`config.mk`:
```
export PLATFORM = sky130hd
export DESIGN_NAME = stop_and_wait_arq_sender
export DESIGN_NICKNAME = d
export VERILOG_FILES = /design/src/hdl/sawa_pkg.sv /design/src/hdl/sawa_line_mem.sv /design/src/hdl/sawa_frame_gen.sv /design/src/hdl/stop_and_wait_arq_sender.sv
export SDC_FILE = /design/constraint.sdc
export NUM_CORES = 2
export LEC_CHECK = 0
export BUFFER_PORTS_ARGS = -buffer_cell sky130_fd_sc_hd__buf_2
export CORE_UTILIZATION = 50
export CTS_CLUSTER_SIZE = 28
export DETAILED_ROUTE_END_ITERATION = 16
export PLACE_DENSITY = 0.66
export SYNTH_ARGS = -nofsm -noshare
export SYNTH_HDL_FRONTEND = slang
export SYNTH_SLANG_ARGS = --single-unit
```
`constraint.sdc`:
```
create_clock -name clk -period 5.4 [get_ports clk]
set_input_delay 0 -clock clk [delete_from_list [all_inputs] [get_ports clk]]
set_output_delay 0 -clock clk [all_outputs]
set_load 0.1 [all_outputs]
```
`src/hdl/sawa_pkg.sv`:
```
// ----------------------------------------------------------------------------
// sawa_pkg
// Types, constants and sizes shared by the stop-and-wait sender modules.
// ----------------------------------------------------------------------------
package sawa_pkg;

	localparam int LINE_BYTES    = 256;
	localparam int PAYLOAD_BYTES = 6;

	localparam int ADDR_W = $clog2(LINE_BYTES);
	localparam int LEN_W  = $clog2(LINE_BYTES + 1);
	localparam int POS_W  = $clog2(LINE_BYTES + PAYLOAD_BYTES);
	localparam int CNT_W  = $clog2(PAYLOAD_BYTES + 2);

	localparam logic [CNT_W-1:0] LAST_ELEM = CNT_W'(PAYLOAD_BYTES + 1);

	localparam logic [7:0] CHAR_ZERO = 8'h30;
	localparam logic [7:0] CHAR_A    = 8'h61;
	localparam logic [7:0] CHAR_C    = 8'h63;
	localparam logic [7:0] CHAR_K    = 8'h6B;

	localparam logic KIND_FRAME = 1'b0;
	localparam logic KIND_DONE  = 1'b1;

	typedef enum logic [1:0] {
		CMD_LOAD    = 2'd0,
		CMD_ACK     = 2'd1,
		CMD_TIMEOUT = 2'd2,
		CMD_UNUSED  = 2'd3
	} cmd_t;

	typedef struct packed {
		cmd_t       cmd;
		logic [7:0] line_byte;
		logic       line_end;
		logic [7:0] ack_first;
		logic [7:0] ack_second;
		logic [7:0] ack_third;
		logic [7:0] ack_seq_char;
	} item_t;

	typedef struct packed {
		logic       kind;
		logic [7:0] frame_byte;
		logic       run_last;
	} result_t;

	typedef struct packed {
		logic             valid;
		logic             report;
		logic [POS_W-1:0] off;
		logic [LEN_W-1:0] len;
		logic             seq;
	} frame_req_t;

endpackage

```
`src/hdl/sawa_line_mem.sv`:
```
// ----------------------------------------------------------------------------
// sawa_line_mem
// Line buffer: one write port and one read port with registered read data.
// ----------------------------------------------------------------------------
module sawa_line_mem (
	input  logic                       clk,
	input  logic                       we,
	input  logic [sawa_pkg::ADDR_W-1:0] waddr,
	input  logic [7:0]                 wdata,
	input  logic [sawa_pkg::ADDR_W-1:0] raddr,
	output logic [7:0]                 rdata
);
	import sawa_pkg::*;

	logic [7:0] mem [LINE_BYTES];

	always_ff @(posedge clk) begin
		if (we) begin
			mem[waddr] <= wdata;
		end
	end

	always_ff @(posedge clk) begin
		rdata <= mem[raddr];
	end

endmodule

```
`src/hdl/sawa_frame_gen.sv`:
```
// ----------------------------------------------------------------------------
// sawa_frame_gen
// Walks one frame or one done report out, one result per cycle unless the full
// output register is not taken, reading the payload from the line buffer.
// ----------------------------------------------------------------------------
module sawa_frame_gen (
	input  logic                        clk,
	input  logic                        arst_n,
	input  sawa_pkg::frame_req_t        req,
	input  logic [7:0]                  rd_data,
	output logic [sawa_pkg::ADDR_W-1:0] rd_addr,
	output logic                        busy,
	output logic                        result_valid,
	input  logic                        result_ready,
	output sawa_pkg::result_t           result
);
	import sawa_pkg::*;

	logic             active_q;
	logic             report_q;
	logic [CNT_W-1:0] cnt_q;
	logic [POS_W-1:0] off_q;
	logic [LEN_W-1:0] len_q;
	logic             seq_q;
	logic             out_valid_q;
	result_t          out_q;

	logic             advance;
	logic [CNT_W-1:0] sel_elem;
	logic [POS_W-1:0] rd_pos;
	logic [POS_W-1:0] cur_pos;
	logic             in_text;
	result_t          elem;

	assign advance  = active_q && (!out_valid_q || result_ready);
	assign sel_elem = advance ? (cnt_q + CNT_W'(1)) : cnt_q;
	assign rd_pos   = off_q + POS_W'(sel_elem) - POS_W'(1);
	assign rd_addr  = rd_pos[ADDR_W-1:0];
	assign cur_pos  = off_q + POS_W'(cnt_q) - POS_W'(1);
	assign in_text  = cur_pos < POS_W'(len_q);

	always_comb begin
		elem.kind       = KIND_FRAME;
		elem.frame_byte = 8'd0;
		elem.run_last   = 1'b0;
		priority if (report_q) begin
			elem.kind     = KIND_DONE;
			elem.run_last = 1'b1;
		end else if (cnt_q == '0) begin
			elem.frame_byte = CHAR_ZERO | {7'd0, seq_q};
		end else if (cnt_q == LAST_ELEM) begin
			elem.run_last = 1'b1;
		end else if (in_text) begin
			elem.frame_byte = rd_data;
		end else begin
			elem.frame_byte = 8'd0;
		end
	end

	always_ff @(posedge clk or negedge arst_n) begin
		if (!arst_n) begin
			active_q    <= 1'b0;
			out_valid_q <= 1'b0;
		end else begin
			if (req.valid) begin
				active_q <= 1'b1;
			end else if (advance && (report_q || cnt_q == LAST_ELEM)) begin
				active_q <= 1'b0;
			end
			if (advance) begin
				out_valid_q <= 1'b1;
			end else if (result_ready) begin
				out_valid_q <= 1'b0;
			end
		end
	end

	always_ff @(posedge clk) begin
		if (req.valid) begin
			report_q <= req.report;
			cnt_q    <= '0;
			off_q    <= req.off;
			len_q    <= req.len;
			seq_q    <= req.seq;
		end else if (advance) begin
			cnt_q <= cnt_q + CNT_W'(1);
		end
		if (advance) begin
			out_q <= elem;
		end
	end

	assign busy         = active_q;
	assign result_valid = out_valid_q;
	assign result       = out_q;

	a_start_when_idle: assert property (@(posedge clk) disable iff (!arst_n)
		req.valid |-> !active_q)
		else $error("frame request while a run is still in progress");

	a_cnt_in_range: assert property (@(posedge clk) disable iff (!arst_n)
		active_q |-> (cnt_q <= LAST_ELEM))
		else $error("frame element counter out of range");

	a_report_single: assert property (@(posedge clk) disable iff (!arst_n)
		(active_q && report_q) |-> (cnt_q == '0))
		else $error("done report ran past one result");

endmodule

```
`src/hdl/stop_and_wait_arq_sender.sv`:
```
// ----------------------------------------------------------------------------
// stop_and_wait_arq_sender
// Alternating-bit stop-and-wait sender with an on-chip line buffer.
// ----------------------------------------------------------------------------
// Line bytes are taken one per cycle, back to back, and written into the line
// buffer. The transaction that carries the end of line starts a frame of
// PAYLOAD_BYTES + 2 results (8 by default), which the frame generator emits one
// byte per cycle while the output is taken, through the single read port of the
// line buffer. A transaction that starts a frame or a done report holds off the
// next input transaction while that run is in progress, and a full output
// register that is not taken lengthens the hold-off. A new input transaction is
// taken as soon as the generator has moved the last result of the previous run
// into the output register.
module stop_and_wait_arq_sender (
	input  logic              clk,
	input  logic              arst_n,
	input  logic              item_valid,
	output logic              item_ready,
	input  sawa_pkg::item_t   item,
	output logic              result_valid,
	input  logic              result_ready,
	output sawa_pkg::result_t result
);
	import sawa_pkg::*;

	logic [LEN_W-1:0] len_q, len_d;
	logic [POS_W-1:0] off_q, off_d;
	logic             seq_q, seq_d;
	logic             sending_q, sending_d;
	logic             ended_q, ended_d;

	logic             accept;
	logic             busy;
	logic             match;
	logic [POS_W-1:0] off_sum;
	logic             we;
	logic [ADDR_W-1:0] rd_addr;
	logic [7:0]       rd_data;
	frame_req_t       req;

	assign item_ready = !busy;
	assign accept     = item_valid && item_ready;
	assign match      = item.ack_first == CHAR_A && item.ack_second == CHAR_C
		&& item.ack_third == CHAR_K && item.ack_seq_char == (CHAR_ZERO | {7'd0, seq_q});
	assign off_sum    = off_q + POS_W'(PAYLOAD_BYTES);

	always_comb begin
		len_d     = len_q;
		off_d     = off_q;
		seq_d     = seq_q;
		sending_d = sending_q;
		ended_d   = ended_q;
		we        = 1'b0;
		req       = '0;
		if (accept) begin
			unique case (item.cmd)
				CMD_LOAD: begin
					if (!sending_q) begin
						if (!ended_q) begin
							if (item.line_byte == 8'd0) begin
								ended_d = 1'b1;
							end else if (len_q < LEN_W'(LINE_BYTES)) begin
								we    = 1'b1;
								len_d = len_q + LEN_W'(1);
							end
						end
						if (item.line_end) begin
							sending_d = 1'b1;
							off_d     = '0;
							req.valid = 1'b1;
							req.off   = '0;
							req.len   = len_d;
							req.seq   = seq_q;
						end
					end
				end
				CMD_ACK, CMD_TIMEOUT: begin
					if (sending_q) begin
						req.valid = 1'b1;
						req.off   = off_q;
						req.len   = len_q;
						req.seq   = seq_q;
						if (item.cmd == CMD_ACK && match) begin
							seq_d = !seq_q;
							if (off_sum >= POS_W'(len_q)) begin
								sending_d  = 1'b0;
								len_d      = '0;
								off_d      = '0;
								ended_d    = 1'b0;
								req.report = 1'b1;
							end else begin
								off_d   = off_sum;
								req.off = off_sum;
								req.seq = !seq_q;
							end
						end
					end
				end
				CMD_UNUSED: begin
				end
			endcase
		end
	end

	always_ff @(posedge clk or negedge arst_n) begin
		if (!arst_n) begin
			len_q     <= '0;
			off_q     <= '0;
			seq_q     <= 1'b0;
			sending_q <= 1'b0;
			ended_q   <= 1'b0;
		end else begin
			len_q     <= len_d;
			off_q     <= off_d;
			seq_q     <= seq_d;
			sending_q <= sending_d;
			ended_q   <= ended_d;
		end
	end

	sawa_line_mem u_line_mem (
		.clk   (clk),
		.we    (we),
		.waddr (len_q[ADDR_W-1:0]),
		.wdata (item.line_byte),
		.raddr (rd_addr),
		.rdata (rd_data)
	);

	sawa_frame_gen u_frame_gen (
		.clk          (clk),
		.arst_n       (arst_n),
		.req          (req),
		.rd_data      (rd_data),
		.rd_addr      (rd_addr),
		.busy         (busy),
		.result_valid (result_valid),
		.result_ready (result_ready),
		.result       (result)
	);

	a_idle_offset_zero: assert property (@(posedge clk) disable iff (!arst_n)
		!sending_q |-> (off_q == '0))
		else $error("send offset nonzero while no line is being sent");

	a_len_bounded: assert property (@(posedge clk) disable iff (!arst_n)
		len_q <= LEN_W'(LINE_BYTES))
		else $error("line length beyond buffer size");

	a_done_clears: assert property (@(posedge clk) disable iff (!arst_n)
		(req.valid && req.report) |=> (len_q == '0 && !sending_q && !ended_q))
		else $error("line state not cleared after the done report");

endmodule
```
Word level (Yosys, flattened, before mapping) --
Memory sizes are Yosys's and may differ from the RTL's. A register that Yosys moved wholly into a read port is not among the register bits. Cells that the tools add are included.
Storage, ports and cells: bits in registers 56, RAM bits 2048, input bits 47, output and inout port bits 12, logic and storage cells 123, memories kept 1
Operators by class: $add $sub $neg 7, magnitude comparators 3, eq/ne operators 12, mux-type cells 59, bitwise gates (word level) 1, reductions and logical operators 24
Memories:
- u_line_mem.mem | depth 256, width 8, read ports 1, clocked after memory_dff 1, write ports 1, RTL line sawa_line_mem.sv:15 | logic [7:0] mem [LINE_BYTES];
Operator list (number):
- $mux W9 | 13
- $mux W21 | 2
- $pmux W19 S2 | 1
- $pmux W9 S2 | 2
- $mux W1 | 31
- $mux W10 | 3
- $eq A8 B7 Y1 const B | 3
- $mux W6 | 3
- $reduce_and A6 Y1 | 2
- $ne A2 B2 Y1 const B | 5
- $add A9 B1 Y9 const B | 1
- $add A9 B3 Y9 | 1
- $add A9 B3 Y9 const B | 1
- $ge A9 B9 Y1 | 1
- $lt A9 B9 Y1 | 1
- $lt A9 B9 Y1 const B | 1
- $sub A9 B1 Y9 const B | 1
- $add A8 B3 Y8 | 1
- $eq A8 B6 Y1 | 1
- $logic_not A8 Y1 | 1
- $sub A8 B1 Y8 const B | 1
- $logic_and A1 B1 Y1 | 7
- $pmux W1 S2 | 3
- $reduce_bool A2 Y1 | 3
- 14 further kinds | 17

Depth between registers and ports, before layout --
depth after elaboration 10, depth in mapped cells 21, depth with buffers taken out 17

By module --
From an unflattened synthesis, not the netlist that was laid out.
Unflattened totals: cells, all modules 4186, area total of the unflattened synthesis 83717.8 um^2
By module, submodules not included:
- sawa_line_mem | instances 1, cells an instance 3733, area each 79556.3 um^2, seq. area each 61659.1 um^2
- sawa_frame_gen | instances 1, cells an instance 187, area each 2107.0 um^2, seq. area each 1011.0 um^2
- stop_and_wait_arq_sender | instances 1, cells an instance 266, area each 2054.5 um^2, seq. area each 500.5 um^2

Least setup slack after synthesis --
OpenSTA, ideal clock, no wires.
kind register to register, start register u_frame_gen.out_valid_q (netlist: u_frame_gen.result_valid), end register u_line_mem.rdata[5], read port of u_line_mem.mem, setup time 0.133 ns, arrival time 4.373 ns, data required time 5.267 ns, setup slack 0.895 ns, cell stages (with the launch flop) 18, path buffers 3, period minus slack after synthesis 4.505 ns, path through dfrtp_1 -> nand2b_1 -> nand2_1 -> inv_1 -> nor2_1 -> a21oi_1 -> ha_1 -> inv_1 -> ha_1 -> fa_1 -> buf_2 -> buf_1 -> clkbuf_1 -> mux4_2 -> mux2i_1 -> o22ai_1 -> a31oi_1 -> nand3_1
Between the ends: cells in the longest elaborated chain, start to end 6
Ends and longest elaborated chain:
- from (decl) | RTL line sawa_frame_gen.sv:25 | logic out_valid_q;
- from (signal assigned) | RTL line sawa_frame_gen.sv:63 | out_valid_q <= 1'b0;
- from (signal assigned) | RTL line sawa_frame_gen.sv:71 | out_valid_q <= 1'b1;
- from (signal assigned) | RTL line sawa_frame_gen.sv:73 | out_valid_q <= 1'b0;
- $logic_not A1 Y1 | RTL line sawa_frame_gen.sv:35 | assign advance = active_q && (!out_valid_q || result_ready);
- $logic_or A1 B1 Y1 | RTL line sawa_frame_gen.sv:35
- $logic_and A1 B1 Y1 | RTL line sawa_frame_gen.sv:35
- net u_frame_gen.advance | RTL line sawa_frame_gen.sv:28 | logic advance;
- $mux W3
- $add A8 B3 Y8 | RTL line sawa_frame_gen.sv:37 | assign rd_pos = off_q + POS_W'(sel_elem) - POS_W'(1);
- $sub A8 B1 Y8 | RTL line sawa_frame_gen.sv:37
- to (decl) | RTL line sawa_line_mem.sv:11 | output logic [7:0] rdata
The timed path passes the listed nets, and every way through them passes these cells. A chain may end at the register's enable or synchronous reset.

Final worst setup path --
start register u_frame_gen.out_valid_q (netlist: u_frame_gen.result_valid), end register u_line_mem.rdata[0], read port of u_line_mem.mem
The elaborated chain is that of the path after synthesis.

==> impl_metrics.env <==
export IMPL_grt_max_degree=97
export IMPL_post_route_period_util_pct=93.05
export IMPL_fin_area_um2=95390
export IMPL_rsz0062_at_grt="no"
export IMPL_synth_edf_count=2078
export IMPL_instances_no_fill=6794
export IMPL_drv_slew=0
export IMPL_ctsHtreeMaxLevel=4
export IMPL_syn_inst=4038
export IMPL_placed_cells=6384
export IMPL_num_rows=150
export IMPL_grt_usage_pct=26.03
export IMPL_placed_area_um2=88490
export IMPL_ios=59
export IMPL_final_hold_viol_count=0
export IMPL_layout_drive_gt1_share_pct=27.36
export IMPL_synth_area_per_cell_um2=20.82
export IMPL_first_pass_iters=8
export IMPL_fmax_mhz=199.0
export IMPL_rr_endpoint="u_line_mem.rdata[0]"
export IMPL_start_util_pct=50.33
export IMPL_skew_ns=0.04406
export IMPL_wl_per_cell_um=32.09
export IMPL_vias=42770
export IMPL_min_period_ns=5.025
export IMPL_path_max_fanout=33
export IMPL_final_cell_mix="edfxtp_1 (2078), mux4_2 (566), nor2_1 (307)"
export IMPL_drt_iter0_markers=5444
export IMPL_final_common_cell="edfxtp_1"
export IMPL_setup_viol_count_final=0
export IMPL_drc=0
export IMPL_maxCapViolCount=0
export IMPL_yosys_warnings=0
export IMPL_ys_types=85
export IMPL_tightest_slew_ns=1.367
export IMPL_peakVddDrop_v=0.0005029
export IMPL_io_buffers=58
export IMPL_r2r_slack_ns=0.38
export IMPL_cp_data_required_time_ns=6.12
export IMPL_numCtsBuffers=204
export IMPL_grt_overflow=0
export IMPL_drtAntennaViolNets=0
export IMPL_hold_path_class="in2reg"
export IMPL_grt_pass1_vias=42448
export IMPL_die_w_um=412.0
export IMPL_crit_arrival_ns=5.75
export IMPL_worst_setup_path_end_kind="register"
export IMPL_status="finished, final reports clean"
export IMPL_relSlewSlack_pct=8.625
export IMPL_tritoncts="built"
export IMPL_yosys_most_used_dff="edfxtp_1"
export IMPL_p_leak_uw=0.03049
export IMPL_routed_wl_um=218000
export IMPL_synth_seq_cells=2111
export IMPL_cts_sinks=2111
export IMPL_asyncSetResetFlopFracSynth_pct=1.042
export IMPL_core_area_um2=167000
export IMPL_holdWs_ns=0.05305
export IMPL_syn_to_final_growth_pct=13.47
export IMPL_worstSetupStartpoint="u_frame_gen.result_valid"
export IMPL_cts_root_buf="clkbuf_16"
export IMPL_viasPerCell=6.295
export IMPL_fin_ws_ns=0.3754
export IMPL_antenna_found_initial=7
export IMPL_grt_pass1_wl_um=313100
export IMPL_dp_hpwl_um=139000
export IMPL_die_h_um=412.0
export IMPL_syn_area_um2=84070
export IMPL_place_ws_ns=0.3910
export IMPL_path_clk_slew_ns=0.06
export IMPL_crit_path_end="u_line_mem.rdata[0]"
export IMPL_reg2reg_from="u_frame_gen.result_valid"
export IMPL_n_antenna_cell=0
export IMPL_nets=4509
export IMPL_start_kind="register"
export IMPL_clockBufferDepth=3
export IMPL_worstRegToRegCells=15
export IMPL_min_from="item[39]"
export IMPL_power_density_nw_per_um2=579.9
export IMPL_synth_net_count=4131
export IMPL_yosysSeqAreaShare_pct=75.14
export IMPL_die_area_um2=169800
export IMPL_clk_latency_ns=0.85
export IMPL_path_class="reg2reg"
export IMPL_globalplace_congestion=0.9177
what timing repair did:
item / in CTS / in global routing
setup endpoints to repair: 0 / 1
buffers inserted: 0 / 0
gates resized for setup: 0 / 1
hold endpoints to repair: 302 / 0
hold buffers: 30 / 0
synthesized netlist by cell type, drive strengths merged, types with 5 or more instances:
cell | number | area share, %
o22ai | 8 | 0.060
nor2 | 309 | 1.4
nand3 | 51 | 0.30
mux4 | 569 | 15
nor2b | 12 | 0.089
a21oi | 25 | 0.15
inv | 55 | 0.25
nand2 | 216 | 0.97
o31ai | 5 | 0.045
a2111oi | 8 | 0.11
a21o | 6 | 0.054
a31oi | 13 | 0.097
nor4 | 6 | 0.045
a32oi | 16 | 0.17
edfxtp | 2078 | 74
clkbuf | 76 | 0.34
a41oi | 5 | 0.052
o221ai | 7 | 0.080
and3 | 7 | 0.052
o211ai | 6 | 0.054
xnor2 | 22 | 0.23
o21ai | 27 | 0.16
and2 | 9 | 0.067
a311oi | 10 | 0.10
dfxtp | 11 | 0.26
nor3 | 22 | 0.13
mux2i | 86 | 1.0
nor3b | 9 | 0.080
or3 | 10 | 0.074
dfrtp | 22 | 0.65
ha | 44 | 0.65
a211oi | 33 | 0.30
o2111ai | 7 | 0.080
nand4 | 25 | 0.19
o21a | 10 | 0.089
buf | 152 | 1.4
area by class of cell:
cell class                 count  area, um2
sequential                  2111      63170
fill                       12172      71650
inverter                      55      206.4
tap                         2204       2758
multi-input combinational   1644      19320
timing repair buffer         400       3353
clock buffer                 243       5273
clock inverter               137       1304
flip-flops by register name, summed over array words and instances, names as in the netlist:
| register | cells |
|---|---|
| u_line_mem.mem | 2048 |
| u_frame_gen.result | 10 |
| len_q | 9 |
| u_frame_gen.len_q | 9 |
| u_frame_gen.off_q | 9 |
| off_q | 8 |
| u_line_mem.rdata | 8 |
| u_frame_gen.cnt_q | 3 |
| ended_q | 1 |
| sending_q | 1 |
| seq_q | 1 |
| u_frame_gen.busy | 1 |
| u_frame_gen.report_q | 1 |
| u_frame_gen.result_valid | 1 |
| u_frame_gen.seq_q | 1 |
report_power, final:
part | switching, uW | total, uW | internal (uW)
Combinational | 13200 | 23200 | 9970
Sequential | 63.9 | 18100 | 18100
Clock | 6160 | 14000 | 7860
Total | 19400 | 55300 | 35900
metrics by stage:
| step | power (uW) | setup TNS (ns) | util (%) |
|---|---|---|---|
| 6_report | 55320 | 0 | 57.11 |
| 5_1_grt | 56870 | 0 | 57.11 |
| 4_1_cts | 55490 | 0 | 57.10 |
| 3_5_place_dp | 41570 | 0 | 52.98 |
| 3_3_place_gp | 41570 | -0.08206 | 52.97 |
| 2_1_floorplan | 33470 | 0 | - |
critical path: stages (launching register included):
cell and delay [ns]:
dfrtp_1 0.37, nand2b_1 0.11, nand2_1 0.12, inv_1 0.30, a21oi_1 0.19, ha_1 0.31, inv_1 0.06, ha_4 0.17
fa_4 0.58, xor2_4 0.57, buf_12 0.33, mux4_2 0.58, a21oi_1 0.27, a2111oi_1 0.14, clkdlybuf4s18_2 0.28, or4_1 0.48
layer usage:
layer	GRT usage, %	vias to the layer above	routed length [um]
met3	4.749	391	18220
met4	9.572	4	8357
li1	-	17451	-
met5	0	-	27
met2	41.20	2171	105800
met1	36.45	22753	85560
cells by family after synthesis:
family          Yosys count  share of synthesized area (%)
mux                     656                          16.29
xor+xnor                 26                         0.2932
flops                  2111                          75.14
fa+ha+maj                46                         0.7025
simple gates            697                          3.584
compound gates          218                          1.963
buf+inv                 283                          2.014
other cells               1                       0.004461
worst min path at each step:
stage	to	slack (ns)	depth (start not counted)
2_1_floorplan	ended_q	-0.30	0
3_3_place_gp	seq_q	0.02	1
3_5_place_dp	sending_q	0.02	1
4_1_cts	u_line_mem.mem[155][6]	0.002	2
5_1_grt	u_line_mem.mem[149][6]	0.04	2
6_report	u_line_mem.mem[154][6]	0.05	2
No activity file was read; power rests on OpenSTA's default activity.
